==> src/rtia_pkg.sv <==
// Shared constants, types and width helpers for the reflection to impedance converter.
package rtia_pkg;

  localparam int GAMMA_WIDTH_DEF = 16;
  localparam int OUT_FRAC_BITS_DEF = 8;
  localparam int MAX_FRAC = 30;
  localparam int Z0_WIDTH = 10;
  localparam logic [Z0_WIDTH-1:0] Z0_RESET = 10'd50;
  localparam int ADMIT_SCALE = 1000;
  localparam int QUO_BITS = 33;
  localparam int RESULT_WIDTH = 32;
  localparam int FRONT_STAGES = 6;

  typedef struct packed {
    logic zden;
    logic yden;
    logic z0zero;
    logic yneg;
    logic ypos;
  } rtia_flags_t;

  function automatic int frac_bits(input int gw);
    return (gw - 1 > MAX_FRAC) ? MAX_FRAC : gw - 1;
  endfunction

  function automatic int num_width(input int gw);
    return 2 * frac_bits(gw) + 2;
  endfunction

  function automatic int den_width(input int gw);
    return 2 * frac_bits(gw) + 3;
  endfunction

  function automatic int prod_width(input int gw, input int ofb);
    return num_width(gw) + Z0_WIDTH + ofb;
  endfunction

  function automatic int adm_den_width(input int gw);
    return den_width(gw) + Z0_WIDTH;
  endfunction

endpackage

==> src/rtia_div_cell.sv <==
// One restoring division step producing a single quotient bit.
module rtia_div_cell #(
  parameter int DIV_W = 8,
  parameter int QB = rtia_pkg::QUO_BITS
) (
  input  logic             clk,
  input  logic             en,
  input  logic [DIV_W-1:0] rem_i,
  input  logic [QB-1:0]    low_i,
  input  logic [QB-1:0]    quo_i,
  input  logic [DIV_W-1:0] d_i,
  input  logic             ovf_i,
  output logic [DIV_W-1:0] rem_o,
  output logic [QB-1:0]    low_o,
  output logic [QB-1:0]    quo_o,
  output logic [DIV_W-1:0] d_o,
  output logic             ovf_o
);

  logic [DIV_W:0] trial;
  logic [DIV_W:0] diff;
  logic           ge;

  assign trial = {rem_i, low_i[QB-1]};
  assign ge = trial >= {1'b0, d_i};
  assign diff = trial - {1'b0, d_i};

  always_ff @(posedge clk) begin
    if (en) begin
      rem_o <= ge ? diff[DIV_W-1:0] : trial[DIV_W-1:0];
      low_o <= low_i << 1;
      quo_o <= {quo_i[QB-2:0], ge};
      d_o <= d_i;
      ovf_o <= ovf_i;
    end
  end

endmodule

==> src/rtia_divider.sv <==
// Pipelined divider built as a row of restoring step cells with an overflow check.
module rtia_divider #(
  parameter int PROD_W = 26,
  parameter int DIV_W = 23,
  parameter int QB = rtia_pkg::QUO_BITS
) (
  input  logic              clk,
  input  logic [QB:0]       en,
  input  logic [PROD_W-1:0] p,
  input  logic [DIV_W-1:0]  d,
  output logic [QB-1:0]     q,
  output logic              ovf
);

  localparam int XW = PROD_W + QB;
  localparam int CW = (PROD_W > DIV_W) ? PROD_W : DIV_W;

  logic [XW-1:0]     px;
  logic [CW-1:0]     hx;
  logic [CW-1:0]     dx;
  logic [DIV_W-1:0]  rem [QB+1];
  logic [QB-1:0]     low [QB+1];
  logic [QB-1:0]     quo [QB+1];
  logic [DIV_W-1:0]  dr [QB+1];
  logic              ov [QB+1];

  assign px = XW'(p);
  assign hx = CW'(px[XW-1:QB]);
  assign dx = CW'(d);

  always_ff @(posedge clk) begin
    if (en[0]) begin
      rem[0] <= hx[DIV_W-1:0];
      low[0] <= px[QB-1:0];
      quo[0] <= '0;
      dr[0] <= d;
      ov[0] <= hx >= dx;
    end
  end

  for (genvar k = 0; k < QB; k++) begin : g_cell
    rtia_div_cell #(.DIV_W(DIV_W), .QB(QB)) u_cell (
      .clk   (clk),
      .en    (en[k+1]),
      .rem_i (rem[k]),
      .low_i (low[k]),
      .quo_i (quo[k]),
      .d_i   (dr[k]),
      .ovf_i (ov[k]),
      .rem_o (rem[k+1]),
      .low_o (low[k+1]),
      .quo_o (quo[k+1]),
      .d_o   (dr[k+1]),
      .ovf_o (ov[k+1])
    );
  end

  assign q = quo[QB];
  assign ovf = ov[QB];

endmodule

==> config.mk <==
export PLATFORM = sky130hd
export DESIGN_NAME = rtia_divider
export DESIGN_NICKNAME = d
export VERILOG_FILES = /design/src/rtia_pkg.sv /design/src/rtia_div_cell.sv /design/src/rtia_divider.sv
export SDC_FILE = /design/constraint.sdc
export NUM_CORES = 2
export LEC_CHECK = 0
export BUFFER_PORTS_ARGS = -buffer_cell sky130_fd_sc_hd__buf_2
export CAP_MARGIN = 20
export CORE_MARGIN = 3
export CORE_UTILIZATION = 38
export DETAILED_ROUTE_END_ITERATION = 10
export GPL_TIMING_DRIVEN = 0
export PLACE_DENSITY = 0.57
export SETUP_SLACK_MARGIN = 0.5
export SLEW_MARGIN = 10
export SYNTH_ARGS = -nofsm -noshare
export SYNTH_HDL_FRONTEND = slang
export SYNTH_SLANG_ARGS = --single-unit
==> constraint.sdc <==
create_clock -name clk -period 8.85 [get_ports clk]
set_input_delay 0.4425 -clock clk [delete_from_list [all_inputs] [get_ports clk]]
set_output_delay 0.4425 -clock clk [all_outputs]
set_load 0.02 [all_outputs]
==> metrics <==
WL met2 between 100000 and 150000 um; Fin. Hold Viols 0; Worst-Skew Late Latency 0.88 ns; met3 WL post-DR just over 9000 um; setup bufs post-CTS 0; dpl hpwl between 150000 and 200000 um; CP arrival around 5 ns; CTS tree built; Worst VDD drop 176 uV; post-synthesis xor/xnor area fraction between 3 and 4%; # clock sinks 2623; Synth area leader edfxtp_1; Crit Path Max Fanout 10; post_cts resized 0; Max Clock Freq 226 MHz; most instantiated cells after synthesis 2623 x edfxtp_1, 946 x inv_1, 737 x ha_1; via count around 73000; DRC violations left 0; Top Metal Used met5; Cells after Synth 9270; first-pass GRT wire length between 400000 and 500000 um; Non-Filler Instances 14400; post-synthesis cell type count 93; top-area cell type share of the netlist area a little over three fifths; CTS max path bufs 4; fin nets 10700; status finished clean; clock-pin slew of the registers on the worst-case setup and hold paths approximately 0.06 ns; routability congestion estimate from global placement approximately 0.89; Synth-to-Final Area Change 13.9%; adder-cell area share of the yosys netlist 7.90%; maxcap violations 0; critical path type register to register; Hold WC Path Type primary input to register; slowest CP cell o41ai_1; vias in the first global route ~74000; final clock skew ~0.047 ns; flops & latches, synth ~2600; post-synthesis compound-gate area fraction about a tenth; mux cell area share after synthesis 4.48%; cell with the most instances after synthesis edfxtp_1; P_leak roughly 0.055 uW; # fillers 28900; unrepaired setup endpoints after global routing false; Simple-Gate Fraction of Synth Area 6.87%; Slew @ Worst Pin 1.05 ns; synth top area cells edfxtp_1 63%, ha_1 7.4%, mux2_2 3.6%; Slew headroom 29.2%; final slew viol count 0; Power per Cell Area 348 nW/um2; initial antenna violation count 19; GR Util All Layers between 10% and 20%; number of instances in the placed design around 14000; drt total wl 265000 um; Tot Pwr around 49000 uW; hold_ws 0.0924 ns; CP Data Required Time approximately 9.5 ns; crit path cell chain inv_1 -> ha_1 -> a21o_1 -> a21oi_1 -> nor2b_1 -> o41ai_1 -> a21oi_1 -> o21ai_0 -> and2_1 -> inv_1 -> clkbuf_1 -> buf_2 -> a21oi_1; Setup TNS Final 0 ns; TritonCTS Buffers 295; I/O pin cnt approximately 120; CTS H-Tree Depth 5; CP most frequent cell a21oi_1; Placeable Area between 300000 and 400000 um2; Detailed Route Iter0 Violations approximately 4700; port bufs roughly 120; Final WS setup about 4.4 ns; endpoint type of the worst setup path register; ys flop type edfxtp_1; syn nets between 10000 and 15000; DIE HEIGHT 578 um; Top delay family on crit path compound AO/OA/AOI/OAI gates; area of the mapped netlist between 100000 and 150000 um2; Worst path max stage delay around 0.66 ns; final setup vio count 0; die footprint ~330000 um2; worst path bufs/invs 4; root buffer cell clkbuf_16; Seq/Total Area, Yosys between 60% and 70%; Post-synth EDFFs approximately 2600; # rows ~210; pin count of the biggest net entering global routing 66; asr flop ratio synth 0%; drt pass-1 iters 5; grt total ovfl 0; Place WS around 4.4 ns; YS warnings 0; Worst Setup Start Kind register; initial core utilization approximately two fifths; vias per cell between 5 and 6; fin crit share about 50%; drt wl/cell between 15 and 20 um; layout cells sized above 1 between 10% and 20%; Routed Antenna Nets 0; Tmin final about 4.4 ns; Avg Cell Area, Syn approximately 13 um2; chip width 578 um; met1 wire length approximately 120000 um; largest family of logic cells by synthesized area compound AO/OA/AOI/OAI gates
## worst register-to-register path, stage by stage (launching register included)
cell,delay (ns)
edfxtp_1,0.43
inv_1,0.07
ha_1,0.36
a21o_1,0.18
a21oi_1,0.19
nor2b_1,0.08
o41ai_1,0.66
a21oi_1,0.14
o21ai_0,0.52
and2_1,0.38
inv_1,0.17
clkbuf_1,0.31
buf_2,0.31
a21oi_1,0.39
## flip-flops by register name, summed over array words and instances, names as in the netlist
signal,cells
g_cell.u_cell.d_o,736
g_cell.u_cell.rem_o,736
g_cell.u_cell.quo_o,561
g_cell.u_cell.low_o,507
g_cell.u_cell.ovf_o,33
low,26
dr,23
ov,1
## final cells by class
| cell class | instances | area [um2] | share of cell area, % |
|---|---|---|---|
| buffer | 153 | 678 | 0.478 |
| multi-input combinational | 5544 | 41500 | 29.3 |
| sequential | 2623 | 78800 | 55.5 |
| inverter | 950 | 3570 | 2.51 |
| clock buffer | 348 | 7600 | 5.36 |
| clock inverter | 180 | 1960 | 1.38 |
| antenna | 4 | 10.0 | 0.00706 |
| tap | 4325 | 5410 | 3.81 |
| timing repair buffer | 231 | 2370 | 1.67 |
## report_power, final
part / switching, uW / internal, uW
logic: 10500 / 8390
clock network: 4950 / 7030
registers: 1370 / 17200
## stage by stage
stage / instance area [um2] / util (%)
after floorplan: 125000 / -
after global placement: 131000 / 40.2
after detailed placement: 131000 / 40.5
after CTS: 142000 / 43.6
after global routing: 142000 / 43.6
final: 142000 / 43.6
## path summary, 6_finish.rpt
path                         startpoint                          end  slack, ns  depth (start not counted)
max             g_cell[9].u_cell.d_o[9]  g_cell[10].u_cell.rem_o[13]       4.42                         13
min reg2reg  g_cell[5].u_cell.low_o[12]   g_cell[6].u_cell.low_o[13]       0.39                          0
max reg2reg     g_cell[9].u_cell.d_o[9]  g_cell[10].u_cell.rem_o[13]       4.42                         13
min                              en[15]  g_cell[14].u_cell.low_o[32]       0.09                          1
## layout by cell type, fill, tap and decap left out, types with 74 or more instances in the layout
cell / synthesis / routed
nor3_1: 127 / 127
clkbuf_16: 0 / 296
nor2b_1: 110 / 110
nand2_1: 389 / 389
o21ai_0: 344 / 344
xnor2_1: 377 / 377
ha_1: 737 / 737
a31oi_1: 78 / 78
nor2_1: 513 / 513
xor2_1: 177 / 177
inv_1: 946 / 946
o21a_1: 92 / 92
mux2_2: 395 / 395
a21oi_1: 620 / 620
edfxtp_1: 2623 / 2623
dlygate4sd3_1: 0 / 80
nand3_1: 116 / 116
o21bai_1: 74 / 74
a21o_1: 312 / 312
clkbuf_1: 96 / 148
nand4_1: 93 / 93
buf_2: 38 / 123
## timing repair
action | 4_1_cts | 5_1_grt
hold endpoints to repair | 606 | 14
endpoints found under the setup margin | 0 | 0
hold buffers | 79 | 1
## cell families (layout without fill, tap and decap cells)
logic type / Yosys count / count (layout)
AO/OA/AOI/OAI: 1973 / 1973
XOR/XNOR: 554 / 554
adder cells (fa/ha/maj): 768 / 768
buffers and inverters: 1103 / 1862
flip-flops: 2623 / 2623
multiplexers: 501 / 501
other: 0 / 4
AND/OR/NAND/NOR: 1748 / 1748
## routing by layer
metal	vias to the layer above	GRT usage, %
met5	-	0
met1	35300	20.5
met3	507	1.85
met4	6	5.41
met2	1427	26.8
li1	35600	-
(Power assumes the default switching activity.)
